`src/rtl/hal_pkg.sv`:
```
// shared types, constants and saturating helpers for the homography affine linearizer
package hal_pkg;

    localparam logic [2:0] CFG_LIN_TOP    = 3'd0;
    localparam logic [2:0] CFG_LIN_BOTTOM = 3'd1;
    localparam logic [2:0] CFG_TRANS      = 3'd2;
    localparam logic [2:0] CFG_PERSP      = 3'd3;
    localparam logic [2:0] CFG_SCALE      = 3'd4;

    localparam int VEGA = 5;

    localparam logic signed [63:0] S64_MAX = {1'b0, {63{1'b1}}};
    localparam logic signed [63:0] S64_MIN = {1'b1, {63{1'b0}}};
    localparam logic signed [63:0] R_NUM   = 64'(VEGA) << 47;
    localparam logic signed [63:0] R_BIAS  = 64'(VEGA) << 16;
    localparam logic signed [63:0] ONE_40  = 64'sd1 << 40;
    localparam logic [48:0]        TOTAL_MAX = {1'b0, {48{1'b1}}};

    typedef struct packed {
        logic signed [31:0] h00;
        logic signed [31:0] h01;
        logic signed [31:0] h10;
        logic signed [31:0] h11;
        logic signed [31:0] h02;
        logic signed [31:0] h12;
        logic signed [31:0] h20;
        logic signed [31:0] h21;
        logic signed [31:0] h22;
    } hom_cfg_t;

    typedef struct packed {
        logic signed [16:0] ax;
        logic signed [16:0] ay;
        logic [48:0]        d2;
        logic               last;
    } anchor_item_t;

    typedef struct packed {
        logic signed [63:0] a;
        logic signed [63:0] b;
        logic signed [63:0] c;
        logic               use_shift;
        logic [6:0]         shamt;
    } md_req_t;

    function automatic logic [63:0] mag64(input logic signed [63:0] v);
        logic [63:0] r;
        r = v[63] ? 64'(-v) : 64'(v);
        return r;
    endfunction

    function automatic logic signed [63:0] sat_add(input logic signed [63:0] a,
                                                   input logic signed [63:0] b);
        logic signed [63:0] s;
        s = a + b;
        if (a[63] == b[63] && s[63] != a[63])
            s = a[63] ? S64_MIN : S64_MAX;
        return s;
    endfunction

    function automatic logic signed [63:0] sat_sub(input logic signed [63:0] a,
                                                   input logic signed [63:0] b);
        logic signed [63:0] s;
        s = a - b;
        if (a[63] != b[63] && s[63] != a[63])
            s = a[63] ? S64_MIN : S64_MAX;
        return s;
    endfunction

    function automatic logic signed [31:0] sat32(input logic signed [63:0] v);
        logic signed [31:0] r;
        if (v > 64'sd2147483647)
            r = 32'sh7fff_ffff;
        else if (v < -64'sd2147483648)
            r = 32'sh8000_0000;
        else
            r = v[31:0];
        return r;
    endfunction

endpackage

```
`src/rtl/hal_front.sv`:
```
// front stages: anchor rounding, offsets to the centre and squared distance
module hal_front
    import hal_pkg::*;
(
    input  logic                clk,
    input  logic                rst_n,
    input  logic                in_valid,
    output logic                in_stall,
    input  logic signed [15:0]  center_x,
    input  logic signed [15:0]  center_y,
    input  logic signed [23:0]  anchor_x,
    input  logic signed [23:0]  anchor_y,
    input  logic                last_anchor,
    input  logic                q_full,
    output logic                q_push,
    output anchor_item_t        q_data
);

    logic               v1_reg, v2_reg;
    logic signed [16:0] ax1_reg, ay1_reg, ax2_reg, ay2_reg;
    logic signed [24:0] dx_reg, dy_reg;
    logic [47:0]        sqx_reg, sqy_reg;
    logic               last1_reg, last2_reg;
    logic               s1_move, s2_move, s2_free, s1_free;
    logic signed [16:0] ax_rnd, ay_rnd;
    logic signed [49:0] sqx_full, sqy_full;

    // round q16.8 to nearest, ties to even
    function automatic logic signed [16:0] rnd_even(input logic signed [23:0] q);
        logic signed [16:0] base;
        logic               inc;
        base = 17'($signed(q[23:8]));
        inc = (q[7:0] > 8'd128) || (q[7:0] == 8'd128 && q[8]);
        return base + 17'(inc);
    endfunction

    assign ax_rnd = rnd_even(anchor_x);
    assign ay_rnd = rnd_even(anchor_y);

    assign s2_move  = v2_reg && !q_full;
    assign s2_free  = !v2_reg || s2_move;
    assign s1_move  = v1_reg && s2_free;
    assign s1_free  = !v1_reg || s1_move;
    assign in_stall = !s1_free;

    assign sqx_full = dx_reg * dx_reg;
    assign sqy_full = dy_reg * dy_reg;

    always_ff @(posedge clk or negedge rst_n)
    begin
        if (!rst_n)
        begin
            v1_reg <= 1'b0;
            v2_reg <= 1'b0;
        end
        else
        begin
            if (s1_free)
                v1_reg <= in_valid;
            if (s2_free)
                v2_reg <= v1_reg;
        end
    end

    always_ff @(posedge clk)
    begin
        if (s1_free && in_valid)
        begin
            ax1_reg   <= ax_rnd;
            ay1_reg   <= ay_rnd;
            dx_reg    <= (25'(center_x) <<< 8) - 25'(anchor_x);
            dy_reg    <= (25'(center_y) <<< 8) - 25'(anchor_y);
            last1_reg <= last_anchor;
        end
        if (s1_move)
        begin
            ax2_reg   <= ax1_reg;
            ay2_reg   <= ay1_reg;
            sqx_reg   <= sqx_full[47:0];
            sqy_reg   <= sqy_full[47:0];
            last2_reg <= last1_reg;
        end
    end

    assign q_push      = s2_move;
    assign q_data.ax   = ax2_reg;
    assign q_data.ay   = ay2_reg;
    assign q_data.d2   = 49'(sqx_reg) + 49'(sqy_reg);
    assign q_data.last = last2_reg;

endmodule

```
`config.mk`:
```
export PLATFORM = sky130hd
export DESIGN_NAME = hal_front
export DESIGN_NICKNAME = d
export VERILOG_FILES = /design/src/rtl/hal_pkg.sv /design/src/rtl/hal_front.sv
export SDC_FILE = /design/constraint.sdc
export NUM_CORES = 2
export LEC_CHECK = 0
export ABC_AREA = 0
export BUFFER_PORTS_ARGS = -buffer_cell sky130_fd_sc_hd__buf_2
export CAP_MARGIN = 0
export CORE_MARGIN = 1.5
export CORE_UTILIZATION = 45
export CTS_CLUSTER_DIAMETER = 120
export DETAILED_ROUTE_END_ITERATION = 7
export GPL_TIMING_DRIVEN = 0
export PLACE_DENSITY = 0.73
export SLEW_MARGIN = 20
export SYNTH_ARGS = -nofsm -noshare
export SYNTH_HDL_FRONTEND = slang
export SYNTH_SLANG_ARGS = --single-unit
```
`constraint.sdc`:
```
create_clock -name clk -period 14.02 [get_ports clk]
set_input_delay 1.402 -clock clk [delete_from_list [all_inputs] [get_ports clk]]
set_output_delay 1.402 -clock clk [all_outputs]
set_load 0.01 [all_outputs]
```
Word level (Yosys, flattened, before mapping)

Cells that the tools add are included.

Register bits: 218

Add/sub/neg operators: 5
Equal/unequal tests: 2
$lt $le $gt $ge: 2
Reductions and logical operators: 13
$mul: 2

Operators by type and width:

| operator                                       | count |
|---|---|
| 25-bit by 25-bit multiplier with 48-bit output | 2 |
| 24-bit by 24-bit subtractor with 25-bit output | 2 |
| 48-bit by 48-bit adder with 49-bit output      | 1 |
| 16-bit by 2-bit adder with 17-bit output       | 2 |
| 8-bit equality test (second input constant)    | 2 |
| 8-bit > comparator (second input constant)     | 2 |
| 1-bit logical AND                              | 5 |
| 1-bit zero test                                | 4 |
| 1-bit logical OR                               | 4 |

Logic depth before layout (Yosys ltp)

Depth in word-level cells: 6
Mapped depth: 28

Worst setup path before layout

OpenSTA, ideal clock, no wires.

Kind: in2reg
Start: in q_full
End: reg ax2_reg[0], enable pin
Buffers on the path: 0
Required time: 13.207 ns
Arrival: 10.726 ns
Setup slack: 2.481 ns
Stages on the path: 1
Library setup time: 0.813 ns
Cell sequence: a21boi_0

Word-level cells in the longest chain between the ends: 4

RTL lines:

| item                 | RTL line        | source |
|---|---|---|
| from (decl)          | hal_front.sv:14 | `input logic q_full,` |
| 1-bit zero test      | hal_front.sv:40 | `assign s2_move = v2_reg && !q_full;` |
| 1-bit logical AND    | hal_front.sv:40 |  |
| 1-bit logical OR     | hal_front.sv:41 | `assign s2_free = !v2_reg \|\| s2_move;` |
| 1-bit logical AND    | hal_front.sv:42 | `assign s1_move = v1_reg && s2_free;` |
| to (signal assigned) | hal_front.sv:77 | `ax2_reg <= ax1_reg;` |
| to (decl)            | hal_front.sv:20 | `logic signed [16:0] ax1_reg, ay1_reg, ax2_reg, ay2_reg;` |

No other way between the ends.
A chain may end at the register's enable or synchronous reset.

Final worst setup path

Start: reg dx_reg[5]
End: reg sqx_reg[44] (data pin)

Word-level cells in the longest chain between the ends: 1

RTL lines:

| item                                           | RTL line        | source |
|---|---|---|
| from (decl)                                    | hal_front.sv:21 | `logic signed [24:0] dx_reg, dy_reg;` |
| from (signal assigned)                         | hal_front.sv:71 | `dx_reg <= (25'(center_x) <<< 8) - 25'(anchor_x);` |
| 25-bit by 25-bit multiplier with 48-bit output | hal_front.sv:46 | `assign sqx_full = dx_reg * dx_reg;` |
| net sqx_full[44]                               | hal_front.sv:26 | `logic signed [49:0] sqx_full, sqy_full;` |
| to (signal assigned)                           | hal_front.sv:79 | `sqx_reg <= sqx_full[47:0];` |
| to (decl)                                      | hal_front.sv:22 | `logic [47:0] sqx_reg, sqy_reg;` |

The timed path passes the listed nets, and every way through them passes these cells.

==> impl_metrics.toml <==
[grt]
number_of_antenna_violations_at_the_first_check_in_global_routing = 6
global_route_wire_length_before_repair_mm = 213
grt.overflow.total = 0
gr-usage-all-layers_pct = 23.9
grt_pass1_vias = 38810
largest_net_degree_at_the_start_of_global_routing = 46

[yosys]
netlist_top_cells_area = "fa_1 47%, edfxtp_1 13%, inv_1 10%, ha_1 9.2%, and2_1 3.0%"
synth_top_cells_by_count = "1412 x inv_1, 1182 x fa_1, 398 x nand2_1"
synthMostInstantiatedCell = "inv_1"
synth_cell_type_count = 87
cell_count_after_synthesis = 5023
synth_edf_count = 214
ys_seq_area_share_pct = 12.8
synth_top_area_cell = "fa_1"
ys_ff_latch = 216
ys.warnings.count = 0
synth_flop_cell = "edfxtp_1"
synth_fp_nets = 6664
synth-async-reset-ratio_pct = 0.926
synth.avg_cell_area_um2 = 10.1
mappedNetlistArea_mm2 = 0.0507
proportion_of_netlist_area_held_by_the_largest_area_contributor_pct = 46.7

[route]
routed-wl-met2_mm = 59.8
highest_layer = "met4"
route.detailed.drc = 0
drt-pass1-iter-count = 7
drtAntennaViolNets = 0
average_detailed_routed_wire_length_per_instance_um = 19.8
via_count_of_the_routed_design = 35111
wl_met3_mm = 13.2
dr.first_iter.drc_count = 2597
met1_length_mm = 56.4
overall_routed_net_length_mm = 134
drt-vias-per-instance = 5.21

[critical_path]
worst_setup_path_start_kind = "register"
cp.arrival_ps = 9690
cp.required_ps = 14330
worst-path-buf-inv = 8
timing_worst_setup_path_type = "register to register"
critical_path.most_common_cell = "fa_1"
cp_max_fo = 10
slowest_delay_ps = 760
worst_path_max_delay_cell = "clkbuf_1"
setup.worst_path.end_class = "register"
crit_family = "adder cells"

[sta]
final.hold.worst_slack_ps = 413
setup_violation_total_in_the_final_timing_report = 0
setup_total_negative_slack_ps = 0
largest_clock_skew_in_the_final_design_ps = 16.1
period_share_pct = 66.9
report.final.slew_viol_count = 0
worst_slew_pin_slew_ps = 1000
max_slew_margin_pct = 32.7
grt_setup_unrepaired = "no"
fmax_ghz = 0.107
timing.final.crit_period_ps = 9380
hold_violations = 0

[place]
dpl.hpwl_mm = 113
i_o_buffers = 170
placed_cells = 6688
finalWeightedCongestion = 1.02

[cts]
clock_sinks = 216
ctsHoldBuffers = 0
htreeDepth = 1
number_of_resized_instances_in_the_post_cts_repair_step = 0
clock-root-buffer = "clkbuf_16"
clock_transition_at_path_regs_ps = 60
tritoncts = "yes"
clk_latency_ps = 580
tritoncts.num_buffers = 27
post_cts.repair.setup_buffers = 0
clk_path_buf_depth = 3

[min_path]
worst_hold_path_type = "register to register"

[layout]
fin_util_pct = 49.0
post_route_cells_drive_above_1_share_pct = 4.93
multi_input_area_mm2 = 0.0384
seq_area_mm2 = 0.00648
final_cells = 6738
finalNetCount = 6870
filler_cell_count = 10225
syn_to_final_growth_pct = 7.39

[floorplan]
die-width_um = 339
row_count = 122
floorplan.die.height_um = 339
io_pins = 171
core-area_mm2 = 0.111
die_area_mm2 = 0.115
initial_utilization_pct = 45.6

[run]
cap_viol_max_count = 0

[status]
status = "finished, final reports clean"
==> layout by cell type (no fill, tap or decap), drive strengths merged, types with 131 or more instances in the layout <==
| cell | instances |
|---|---|
| inv | 1416 |
| clkbuf | 148 |
| xnor2 | 167 |
| a21oi | 131 |
| and2 | 247 |
| nor2 | 169 |
| edfxtp | 214 |
| nand2 | 398 |
| fa | 1182 |
| ha | 374 |
| buf | 186 |
==> path summary, 6_finish.rpt <==
| path | end | slack (ps) | from | depth (start not counted) |
|---|---|---|---|---|
| worst max-delay path | sqx_reg[44]$_DFFE_PP_ | 4640 | dx_reg[5]$_DFFE_PP_ | 25 |
| worst min-delay path | ay2_reg[6]$_DFFE_PP_ | 410 | ay1_reg[6]$_DFFE_PP_ | 0 |
| worst max register to register | sqx_reg[44]$_DFFE_PP_ | 4640 | dx_reg[5]$_DFFE_PP_ | 25 |
| worst min register to register | ay2_reg[6]$_DFFE_PP_ | 410 | ay1_reg[6]$_DFFE_PP_ | 0 |
| max in group asynchronous | v1_reg$_DFFE_PN0N_ | 13330 | rst_n | 1 |
| min in group asynchronous | v2_reg$_DFFE_PN0P_ | 590 | rst_n | 1 |
==> metal layers <==
layer,vias up,global-route usage [%]
li1,15403,-
met4,0,6.59
met3,279,5.48
met5,-,0
met1,17848,33.1
met2,1581,37.8
==> cell type report <==
class	instances	share of cell area [%]
Clock inverter	17	0.235
Buffer	125	0.899
Inverter	1416	9.77
Antenna cell	1	0.00460
Timing Repair Buffer	177	1.90
Clock buffer	32	1.28
Sequential cell	216	11.9
Multi-Input combinational cell	3266	70.6
Tap cell	1488	3.42
==> kinds of logic after synthesis <==
group                      after synthesis  share of synthesized area (%)
AOI/OAI and AO/OA                      415                           5.54
xor gates and xnor gates               234                           4.04
adders and majority gates             1556                           55.9
buffers and inverters                 1541                           11.5
DFF                                    216                           12.8
muxes                                    3                         0.0617
and+or+nand+nor                       1058                           10.2
==> through the flow <==
step	worst slack, ps	area, µm²
6_report	4640	54400
5_1_grt	4380	54400
4_1_cts	4510	54400
3_5_place_dp	4550	53600
3_3_place_gp	-2000	53400
2_1_floorplan	2480	50700
Power is not shown: default switching activity piles up to over one toggle a cycle in this logic, so the estimate is an artifact.
