--- config.mk ---
export PLATFORM = sky130hd
export DESIGN_NAME = hal_fifo
export DESIGN_NICKNAME = d
export VERILOG_FILES = /design/src/rtl/hal_pkg.sv /design/src/rtl/hal_fifo.sv
export SDC_FILE = /design/constraint.sdc
export NUM_CORES = 1
export LEC_CHECK = 0
export CORE_ASPECT_RATIO = 1.75
export CORE_MARGIN = 2
export CORE_UTILIZATION = 50
export CTS_BUF_LIST = sky130_fd_sc_hd__clkbuf_16
export DETAILED_ROUTE_END_ITERATION = 10
export DONT_BUFFER_PORTS = 1
export GPL_ROUTABILITY_DRIVEN = 1
export PLACE_DENSITY = 0.71
export SYNTH_ARGS = -nofsm -noshare
export SYNTH_HDL_FRONTEND = slang
export SYNTH_SLANG_ARGS = --single-unit
--- constraint.sdc ---
create_clock -name clk -period 4.3 [get_ports clk]
set_input_delay 0.43 -clock clk [delete_from_list [all_inputs] [get_ports clk]]
set_output_delay 0.43 -clock clk [all_outputs]
set_load 0.01 [all_outputs]
--- src/rtl/hal_pkg.sv ---
// shared types, constants and saturating helpers for the homography affine linearizer
package hal_pkg;

    localparam logic [2:0] CFG_LIN_TOP    = 3'd0;
    localparam logic [2:0] CFG_LIN_BOTTOM = 3'd1;
    localparam logic [2:0] CFG_TRANS      = 3'd2;
    localparam logic [2:0] CFG_PERSP      = 3'd3;
    localparam logic [2:0] CFG_SCALE      = 3'd4;

    localparam int VEGA = 5;

    localparam logic signed [63:0] S64_MAX = {1'b0, {63{1'b1}}};
    localparam logic signed [63:0] S64_MIN = {1'b1, {63{1'b0}}};
    localparam logic signed [63:0] R_NUM   = 64'(VEGA) << 47;
    localparam logic signed [63:0] R_BIAS  = 64'(VEGA) << 16;
    localparam logic signed [63:0] ONE_40  = 64'sd1 << 40;
    localparam logic [48:0]        TOTAL_MAX = {1'b0, {48{1'b1}}};

    typedef struct packed {
        logic signed [31:0] h00;
        logic signed [31:0] h01;
        logic signed [31:0] h10;
        logic signed [31:0] h11;
        logic signed [31:0] h02;
        logic signed [31:0] h12;
        logic signed [31:0] h20;
        logic signed [31:0] h21;
        logic signed [31:0] h22;
    } hom_cfg_t;

    typedef struct packed {
        logic signed [16:0] ax;
        logic signed [16:0] ay;
        logic [48:0]        d2;
        logic               last;
    } anchor_item_t;

    typedef struct packed {
        logic signed [63:0] a;
        logic signed [63:0] b;
        logic signed [63:0] c;
        logic               use_shift;
        logic [6:0]         shamt;
    } md_req_t;

    function automatic logic [63:0] mag64(input logic signed [63:0] v);
        logic [63:0] r;
        r = v[63] ? 64'(-v) : 64'(v);
        return r;
    endfunction

    function automatic logic signed [63:0] sat_add(input logic signed [63:0] a,
                                                   input logic signed [63:0] b);
        logic signed [63:0] s;
        s = a + b;
        if (a[63] == b[63] && s[63] != a[63])
            s = a[63] ? S64_MIN : S64_MAX;
        return s;
    endfunction

    function automatic logic signed [63:0] sat_sub(input logic signed [63:0] a,
                                                   input logic signed [63:0] b);
        logic signed [63:0] s;
        s = a - b;
        if (a[63] != b[63] && s[63] != a[63])
            s = a[63] ? S64_MIN : S64_MAX;
        return s;
    endfunction

    function automatic logic signed [31:0] sat32(input logic signed [63:0] v);
        logic signed [31:0] r;
        if (v > 64'sd2147483647)
            r = 32'sh7fff_ffff;
        else if (v < -64'sd2147483648)
            r = 32'sh8000_0000;
        else
            r = v[31:0];
        return r;
    endfunction

endpackage

--- src/rtl/hal_fifo.sv ---
// two-entry queue between the front stages and the sequencer
module hal_fifo
    import hal_pkg::*;
(
    input  logic         clk,
    input  logic         rst_n,
    input  logic         push,
    input  anchor_item_t push_data,
    input  logic         pop,
    output logic         full,
    output logic         empty,
    output anchor_item_t head
);

    anchor_item_t mem_reg [2];
    logic         wr_ptr_reg, rd_ptr_reg;
    logic [1:0]   count_reg;

    assign full  = count_reg == 2'd2;
    assign empty = count_reg == 2'd0;
    assign head  = mem_reg[rd_ptr_reg];

    always_ff @(posedge clk or negedge rst_n)
    begin
        if (!rst_n)
        begin
            wr_ptr_reg <= 1'b0;
            rd_ptr_reg <= 1'b0;
            count_reg  <= 2'd0;
        end
        else
        begin
            if (push)
                wr_ptr_reg <= !wr_ptr_reg;
            if (pop)
                rd_ptr_reg <= !rd_ptr_reg;
            if (push && !pop)
                count_reg <= count_reg + 2'd1;
            else if (pop && !push)
                count_reg <= count_reg - 2'd1;
        end
    end

    always_ff @(posedge clk)
    begin
        if (push)
            mem_reg[wr_ptr_reg] <= push_data;
    end

endmodule

Yosys cells after proc, flatten, opt, wreduce, memory -nomap -nowiden

Memory sizes are Yosys's and may differ from the RTL's.
Index checks and enable logic that the tools add are counted.
Widths: inputs -> output; s select.

Flip-flop bits (word level): 4
RAM bits: 168
Input port bits: 88
Output and inout bits: 86
Logic and storage cells: 19
Memories kept: 1

Memory list:

| memory  | words | bits a word | rd ports | clocked after Yosys merged registers in | wr ports | RTL line       | source |
|---|---|---|---|---|---|---|---|
| mem_reg | 2     | 84          | 1        | 0                                       | 1        | hal_fifo.sv:15 | `anchor_item_t mem_reg [2];` |

$add $sub $neg: 2
Equality and inequality tests: 1
Mux-type cells: 4
Reduce and logical (&&, ||, !) cells: 8

Operator list:

| kind                | number |
|---|---|
| $logic_not 1->1     | 4 |
| $mux 2              | 2 |
| $add 2x1->2 const B | 1 |
| $eq 2x2->1 const B  | 1 |
| $logic_and 1x1->1   | 2 |
| $logic_not 2->1     | 1 |
| $mux 1              | 2 |
| $reduce_bool 2->1   | 1 |
| $sub 2x1->2 const B | 1 |

Logic depth before layout (Yosys ltp)

Gate-level depths: netlist of run 1.

Depth after elaboration: 4
Gate-level depth with buffers: 5
Mapped depth without buffers: 5

Least setup slack after synthesis of run 1

No wires, ideal clock.

Path kind: flip-flop to flip-flop
Start: register wr_ptr_reg
End: memory mem_reg[0][0] (netlist bit), enable pin
Setup time: 537 ps
Arrival time: 4126 ps
Required time: 3763 ps
Slack: -363 ps
Stages on the path, launching flop included: 2
Buffers on the path: 0
Clock period less this slack: 4663 ps
Cell sequence: dfrtp_1 > nor2b_1

RTL lines:

| what                     | RTL line       | source |
|---|---|---|
| start: declaration       | hal_fifo.sv:16 | `logic wr_ptr_reg, rd_ptr_reg;` |
| start signal: assignment | hal_fifo.sv:34 | `wr_ptr_reg <= !wr_ptr_reg;` |
| end: declaration         | hal_fifo.sv:15 |  |

No word-level cell before the write port.

==> results_dict.tcl, run 1 <==
set metrics [dict create \
    status "complete, no violations" \
    layout_min_cycle_time_ns 2.52 \
    gp_congestion 0.757 \
    io_buffer_count 0 \
    insertedDiodeCount 0 \
    start_util_pct 50.6 \
    track_usage_pct 15.5 \
    p_leak_nw 2.28 \
    cts_tree "yes" \
    synth_seq_cells 172 \
    grt_antenna_before_repair 0 \
    postCtsSetupBuffers 0 \
    maxCapViolations 0 \
    mostFrequentLayoutCells "168 x edfxtp_1, 50 x mux2_1, 34 x mux2_2, 17 x clkbuf_16, 4 x xor2_1" \
    critical_path_buf_inv_count 0 \
    maxSlewHeadroom_pct 22.6 \
    firstDrtPassIters 6 \
    dpl-instance-area_mm2 0.00642 \
    ios 174 \
    wire_per_inst_um 21.6 \
    max-vdd-ir-drop_uv 673 \
    drt_iter0_drc 122 \
    endpoint_kind "output port" \
    worst-path-max-fanout 85 \
    synthCells 277 \
    finalNetCount 378 \
    dieArea_mm2 0.0135 \
    yosys.cell_types.count 14 \
    slowest_stage "dfrtp_4" \
    tightest_slew_ns 1.16 \
    required_ns 3.87 \
    placed_cells_incl_taps 437 \
    crit_arrival_ns 2.09 \
    htree_num_levels 4 \
    drv_slew 0 \
    drcViolationCount 0 \
    final_cells 470 \
    largest_register_ffs 168 \
    grt_max_degree 86 \
    critPathMaxStageDelay_ns 1.17 \
    syn_area_mm2 0.00626 \
    finalPower_mw 4.65 \
    core_mm2 0.0124 \
    path_cells "mux2_2" \
    drive_gt1_share_pct 21.9 \
    wl_um 10200 \
    viasPerCell 5.36 \
    tns_ns 0 \
    fmax_ghz 0.397 \
    syn_avg_cell_area_um2 22.6 \
    hold_viol_final 0 \
    hp-class "in2reg" \
    overflow 0 \
    crit_family "flip-flops" \
    finish.instance_area_mm2 0.00696 \
    clock-root-buffer "clkbuf_16" \
    clkSinkCount 172 \
    postRouteAntennaNets 0 \
    via_count 2520 \
    hpwlAfterDp_um 6560 \
    grt_pass1_vias 2708 \
    grt_pass1_wl_um 14700 \
    powerDensity_mw_per_mm2 669 \
    chipWidth_um 88.6 \
    die_h_um 152 \
    fin_crit_sh_pct 58.5 \
    final_common_cell "edfxtp_1" \
    clock_latency_ns 0.41 \
    numCtsBuffers 17 \
    row_count 54 \
    finalSetupViolCount 0 \
    synth_area_leaders "edfxtp_1 81%, mux2_1 9.0%, mux2_2 6.1%" \
    cts_buffer_depth 2 \
    syn2layout_area_growth_pct 11.2 \
    fin_skew_ns 0.00776 \
    yosysTopAreaCell "edfxtp_1" \
    ys_seq_area_share_pct 82.2 \
    synth_nets 366 \
    rsz0062_at_grt "no" \
    path_clk_slew_ns 0.06 \
    yosys_warnings 0 \
    crit_path_start_kind "flop" \
    synth_top_area_share_pct 80.6 \
    worstSetupPathType "reg2out" \
]
==> per-stage QoR <==
stage | hold slack (ns) | setup WS, ns | utilization [%]
final | 0.0953 | 1.78 | 56.3
after global routing | 0.0757 | 1.66 | 56.3
after CTS | 0.0744 | 1.73 | 56.3
after detailed placement | 0.135 | 2.18 | 51.9
after global placement | 0.135 | 2.19 | 51.9
after floorplan | 0.134 | 1.24 | -
==> routing by layer <==
layer  track usage, %  vias up  share of wire (%)
li1                 -     1116                  -
met5                0        -                  0
met3             7.39       23                8.9
met4             8.73        0                3.6
met1             13.5     1262                 30
met2             27.6      119                 57
==> cells by family after synthesis <==
kind of cell             after synthesis  share of synthesized area (%)
AND/OR/NAND/NOR                        5                          0.420
multiplexers                          84                           15.1
flip-flops                           172                           82.2
XOR/XNOR                               5                          0.700
adder cells (fa/ha/maj)                1                          0.200
buffers and inverters                 10                           1.32
==> synthesized netlist by cell type <==
library cell  number
mux2_2            34
buf_2              3
buf_6              5
buf_4              1
and2_1             1
nor2_1             2
edfxtp_1         168
inv_1              1
mux2_1            50
xnor2_1            1
ha_1               1
dfrtp_1            4
nor2b_1            2
xor2_1             4
==> final timing paths <==
kind,from,endpoint,slack (ns),cells past startpoint
worst max-delay path,rd_ptr_reg$_DFFE_PN0P_,head[13],1.78,1
worst min-delay path,pop,rd_ptr_reg$_DFFE_PN0P_,0.1,1
min in group asynchronous,rst_n,count_reg[0]$_DFFE_PN0P_,0.29,1
worst max register to register,wr_ptr_reg$_DFFE_PN0P_,mem_reg[0][42]$_DFFE_PP_,2.23,2
worst min register to register,count_reg[1]$_DFFE_PN0P_,count_reg[1]$_DFFE_PN0P_,0.50,1
max in group asynchronous,rst_n,rd_ptr_reg$_DFFE_PN0P_,3.82,1
==> area by class of cell <==
cell class	count	area [µm²]
clock buffers	17	425
clock inverters	15	100
fillers	949	5410
inverters	1	3.75
multi-input cells	95	1040
flip-flops and latches	172	5150
well taps	168	210
repair buffers	2	30.0
==> where the power goes <==
part | switching, mW | internal [mW] | leakage, nW
Sequential | 0.229 | 2.23 | 1.62
Combinational | 0.515 | 0.345 | 0.399
Clock | 0.599 | 0.735 | 0.254
==> what timing repair did <==
| item | in CTS | in global routing |
|---|---|---|
| resized for setup | 0 | 0 |
| endpoints found under the setup margin | 0 | 0 |
| endpoints found under the hold margin | 4 | 0 |
| hold buffers | 1 | 0 |
(Power assumes the default switching activity.)
==> run 2: changes to the inputs <==
--- a/config.mk
+++ b/config.mk
@@ -12,7 +12,7 @@
 export DETAILED_ROUTE_END_ITERATION = 10
 export DONT_BUFFER_PORTS = 1
 export GPL_ROUTABILITY_DRIVEN = 1
-export PLACE_DENSITY = 0.71
+export PLACE_DENSITY = 0.68
 export SYNTH_ARGS = -nofsm -noshare
 export SYNTH_HDL_FRONTEND = slang
 export SYNTH_SLANG_ARGS = --single-unit
==> constraint.sdc (replaced) <==
create_clock -name clk -period 2.56 [get_ports clk]
set_input_delay 0.256 -clock clk [delete_from_list [all_inputs] [get_ports clk]]
set_output_delay 0.256 -clock clk [all_outputs]
set_load 0.01 [all_outputs]
==> results_dict.tcl, run 2 (synthesis results as in run 1) <==
set metrics [dict create \
    path_depth 2 \
    fillCellCount 860 \
    layout_min_cycle_time_ns 2.13 \
    power.switching_mw 2.37 \
    intPower_mw 5.82 \
    rsz0062_at_grt "no" \
    cts_resized 0 \
    seq_power_share_pct 48.4 \
    drcViolationCount 0 \
    drive_gt1_share_pct 18.6 \
    dpl-instance-area_mm2 0.00648 \
    final_cells 562 \
    final_common_cell "edfxtp_1" \
    drv_slew 0 \
    path_cells "buf_12, mux2_1" \
    reg2reg_to "mem_reg[1][49]$_DFFE_PP_" \
    fin_crit_sh_pct 83.3 \
    gp_congestion 0.739 \
    finalSetupViolCount 0 \
    start_util_pct 50.6 \
    hp-class "in2reg" \
    viasPerCell 5.06 \
    mostFrequentLayoutCells "168 x edfxtp_1, 87 x dlygate4sd3_1, 50 x mux2_1, 34 x mux2_2, 17 x clkbuf_16" \
    postRouteAntennaNets 0 \
    tightest_slew_ns 0.461 \
    finalPower_mw 8.20 \
    finish.instance_area_mm2 0.00792 \
    critPathLaunch "rd_ptr_reg$_DFFE_PN0P_" \
    track_usage_pct 16.8 \
    drt_iter0_drc 135 \
    cts_tree "yes" \
    required_ns 2.30 \
    worstSetupPathType "reg2out" \
    wire_per_inst_um 19.7 \
    ios 174 \
    p_clk_share_pct 29.3 \
    slowest_stage "dfrtp_4" \
    largest_register_ffs 168 \
    r2r_slack_ns 1.13 \
    core_mm2 0.0124 \
    path_clk_slew_ns 0.06 \
    timing.rr.start "wr_ptr_reg$_DFFE_PN0P_" \
    syn2layout_area_growth_pct 26.6 \
    critical_path_buf_inv_count 1 \
    switching_share_pct 29.0 \
    hold_viol_final 0 \
    placed_cells_incl_taps 442 \
    crit_path_end "head[65]" \
    grt_pass1_vias 3135 \
    wl_um 11100 \
    via_count 2845 \
    chipWidth_um 88.6 \
    firstDrtPassIters 4 \
    grt_antenna_before_repair 1 \
    clock_latency_ns 0.40 \
    crit_arrival_ns 1.88 \
    maxCapViolations 0 \
    postCtsSetupBuffers 0 \
    cts_buffer_depth 2 \
    max-vdd-ir-drop_uv 835 \
    numCtsBuffers 17 \
    worst-path-max-fanout 40 \
    dieArea_mm2 0.0135 \
    fin_skew_ns 0.00551 \
    clock-root-buffer "clkbuf_16" \
    p_comb_share_pct 22.2 \
    grt_max_degree 60 \
    powerDensity_mw_per_mm2 1030 \
    status "complete, no violations" \
    overflow 0 \
    die_h_um 152 \
    grt_pass1_wl_um 16400 \
    htree_num_levels 4 \
    clkSinkCount 172 \
    fmax_ghz 0.469 \
    crit_family "flip-flops" \
    tns_ns 0 \
    crit_path_start_kind "flop" \
    finalNetCount 469 \
    critPathMaxStageDelay_ns 0.71 \
    maxSlewHeadroom_pct 69.2 \
    io_buffer_count 0 \
    p_leak_nw 2.68 \
    row_count 54 \
    rr_worst_depth 2 \
    hpwlAfterDp_um 6920 \
    endpoint_kind "output port" \
]
==> run 2: changes by cell type in the layout (fill, tap and decap cells not counted), sizes merged <==
cell	change
clkinvlp	+1
bufinv	+1
dlygate4sd3	+86
clkinv	-4
diode	+1
inv	+2
buf	+5
==> run 2: worst min-delay path by stage <==
stage               start                  endpoint  slack (ns)  cells past startpoint
global placement    rst_n  count_reg[1]$_DFFE_PN0P_       -0.04                      0
global route         push  count_reg[0]$_DFFE_PN0P_        0.11                      2
finish               push  count_reg[0]$_DFFE_PN0P_        0.11                      2
detailed placement  rst_n  count_reg[0]$_DFFE_PN0P_       -0.04                      0
floorplan           rst_n  count_reg[0]$_DFFE_PN0P_       -0.04                      0
CTS                  push  count_reg[0]$_DFFE_PN0P_        0.09                      2
==> run 2: worst reg2reg max path, delay by kind of cell (launching register included) <==
| kind | cells | cell delay [ns] |
|---|---|---|
| buf+inv | 1 | 0.41 |
| simple gates | 1 | 0.21 |
| flops | 1 | 0.43 |
==> run 2: what timing repair did <==
| action | in CTS | in global routing |
|---|---|---|
| hold buffers | 87 | 0 |
| endpoints found under the setup margin | 0 | 0 |
| endpoints found under the hold margin | 174 | 0 |
==> run 2: cell type report <==
type | count | area [µm²] | area share [%]
Multi-Input combinational cell | 95 | 1040 | 13.1
Inverter | 1 | 3.75 | 0.0474
Clock inverter | 15 | 139 | 1.75
Antenna cell | 1 | 2.50 | 0.0316
Tap cell | 168 | 210 | 2.65
Clock buffer | 17 | 425 | 5.37
Sequential cell | 172 | 5150 | 65.0
Timing Repair Buffer | 93 | 953 | 12.0
==> run 2: through the flow <==
step	hold WS [ns]	util, %	setup WS [ns]
floorplan	-0.0396	-	0.467
global placement	-0.0394	52.4	0.847
detailed placement	-0.0394	52.4	0.838
CTS	0.0916	64.0	0.390
global route	0.107	64.1	0.349
finish	0.112	64.1	0.428
==> run 2: power groups by stage <==
stage | registers [mW] | clock network, mW | logic [mW]
2_1_floorplan | 3.90 | 0 | 1.50
3_3_place_gp | 4.01 | 0 | 1.71
3_5_place_dp | 4.04 | 0 | 1.73
4_1_cts | 3.98 | 2.45 | 1.87
5_1_grt | 4.02 | 2.56 | 1.95
6_report | 3.97 | 2.40 | 1.82
==> run 2: metal layers <==
layer  up-vias  global-route usage [%]  routed length [µm]
met5         -                       0                   0
met4         0                    7.58                 307
met3        22                    4.62                 538
met2       104                    31.3                6420
met1      1415                    16.3                3790
li1       1304                       -                   -
==> run 3: changes to the inputs <==
--- a/config.mk
+++ b/config.mk
@@ -12,7 +12,7 @@
 export DETAILED_ROUTE_END_ITERATION = 10
 export DONT_BUFFER_PORTS = 1
 export GPL_ROUTABILITY_DRIVEN = 1
-export PLACE_DENSITY = 0.68
+export PLACE_DENSITY = 0.71
 export SYNTH_ARGS = -nofsm -noshare
 export SYNTH_HDL_FRONTEND = slang
 export SYNTH_SLANG_ARGS = --single-unit
==> constraint.sdc (replaced) <==
create_clock -name clk -period 1.95 [get_ports clk]
set_input_delay 0.195 -clock clk [delete_from_list [all_inputs] [get_ports clk]]
set_output_delay 0.195 -clock clk [all_outputs]
set_load 0.01 [all_outputs]
==> results_dict.tcl, run 3 (synthesis results as in run 1) <==
set metrics [dict create \
    status "complete, no violations" \
    drt_iter0_drc 166 \
    crit_path_start_kind "flop" \
    htree_num_levels 4 \
    timing.rr.start "wr_ptr_reg$_DFFE_PN0P_" \
    max-vdd-ir-drop_uv 964 \
    cts_buffer_depth 2 \
    gp_congestion 0.721 \
    critical_path_buf_inv_count 1 \
    drcViolationCount 0 \
    fillCellCount 826 \
    mostFrequentLayoutCells "168 x edfxtp_1, 87 x dlygate4sd3_1, 50 x mux2_1, 34 x mux2_2, 17 x clkbuf_16" \
    wire_per_inst_um 19.9 \
    crit_family "flip-flops" \
    final_cells 561 \
    ios 174 \
    endpoint_kind "output port" \
    grt_max_degree 44 \
    syn2layout_area_growth_pct 27.9 \
    p_leak_nw 2.72 \
    row_count 54 \
    crit_arrival_ns 1.55 \
    start_util_pct 50.6 \
    layout_min_cycle_time_ns 1.75 \
    hp-class "in2reg" \
    chipWidth_um 88.6 \
    via_count 2857 \
    insertedDiodeCount 0 \
    fin_crit_sh_pct 89.7 \
    hold_buffers 87 \
    tightest_slew_ns 0.263 \
    required_ns 1.75 \
    largest_register_ffs 168 \
    regArea_mm2 0.00515 \
    multi_input_area_mm2 0.00104 \
    placed_cells_incl_taps 442 \
    core_mm2 0.0124 \
    powerDensity_mw_per_mm2 1390 \
    worstSetupPathType "reg2out" \
    dieArea_mm2 0.0135 \
    io_buffer_count 0 \
    die_h_um 152 \
    hp-start "push" \
    grt_antenna_before_repair 0 \
    viasPerCell 5.09 \
    drive_gt1_share_pct 18.6 \
    postCtsSetupBuffers 0 \
    clkSinkCount 172 \
    overflow 0 \
    path_clk_slew_ns 0.06 \
    cts_resized 0 \
    wl_um 11100 \
    postRouteAntennaNets 0 \
    finalSetupViolCount 0 \
    grt_pass1_vias 3098 \
    rsz0062_at_grt "no" \
    finalNetCount 469 \
    firstDrtPassIters 4 \
    critPathMaxStageDelay_ns 0.44 \
    critPathLaunch "rd_ptr_reg$_DFFE_PN0P_" \
    grt_pass1_wl_um 16000 \
    fin_skew_ns 0.00649 \
    tns_ns 0 \
    hold_viol_final 0 \
    final_common_cell "edfxtp_1" \
    maxCapViolations 0 \
    worst-path-max-fanout 42 \
    numCtsBuffers 17 \
    track_usage_pct 16.4 \
    drv_slew 0 \
    fmax_ghz 0.572 \
    cts_tree "yes" \
    clock_latency_ns 0.41 \
    slowest_stage "dfrtp_4" \
    path_cells "buf_12, mux2_1" \
    clock-root-buffer "clkbuf_16" \
    maxSlewHeadroom_pct 82.4 \
]
[run 3: cell types whose count changed in the layout (fill, tap and decap cells not counted), sizes merged]
cell and delta:
bufinv +2, diode -1, clkinvlp -2
[run 3: final timing paths]
| path | end | slack, ns | cells after the start |
|---|---|---|---|
| setup / recovery | head[46] | 0.20 | 2 |
| hold / removal | count_reg[0]$_DFFE_PN0P_ | 0.05 | 2 |
| setup reg to reg | mem_reg[0][43]$_DFFE_PP_ | 0.72 | 2 |
| hold reg to reg | count_reg[1]$_DFFE_PN0P_ | 0.49 | 1 |
| max in group asynchronous | rd_ptr_reg$_DFFE_PN0P_ | 1.70 | 1 |
| min in group asynchronous | rd_ptr_reg$_DFFE_PN0P_ | 0.06 | 1 |
[run 3: area by class of cell]
| class | instances | area share [%] |
|---|---|---|
| Clock buffer | 17 | 5.31 |
| Clock inverter | 15 | 2.33 |
| Inverter | 1 | 0.0469 |
| Multi-Input combinational cell | 95 | 13.0 |
| Sequential cell | 172 | 64.3 |
| Tap cell | 168 | 2.63 |
| Timing Repair Buffer | 93 | 12.4 |
[run 3: per-layer routing]
| layer | GRT usage, % | vias up | routed length (µm) |
|---|---|---|---|
| met3 | 5.27 | 23 | 604 |
| met2 | 30.6 | 103 | 6570 |
| met1 | 15.0 | 1434 | 3660 |
| li1 | - | 1297 | - |
| met5 | 0 | - | 0 |
| met4 | 8.59 | 0 | 301 |
[run 3: stage by stage]
stage / hold WS [ns] / setup slack [ns] / utilization, % / power (mW) / instance area (µm²)
final: 0.0470 / 0.201 / 64.7 / 11.1 / 8000
after global routing: 0.0379 / 0.154 / 64.7 / 11.5 / 8000
after CTS: 0.0288 / 0.177 / 64.7 / 11.2 / 8000
after detailed placement: -0.100 / 0.635 / 52.7 / 7.61 / 6520
after global placement: -0.100 / 0.638 / 52.7 / 7.56 / 6520
after floorplan: -0.101 / -0.143 / - / 7.09 / 6260
[run 3: where the power goes]
group / internal, mW / switching (mW) / leakage (nW)
logic: 1.02 / 1.57 / 0.803
clock network: 2.04 / 1.38 / 0.298
registers: 4.91 / 0.190 / 1.62
total: 7.96 / 3.14 / 2.72
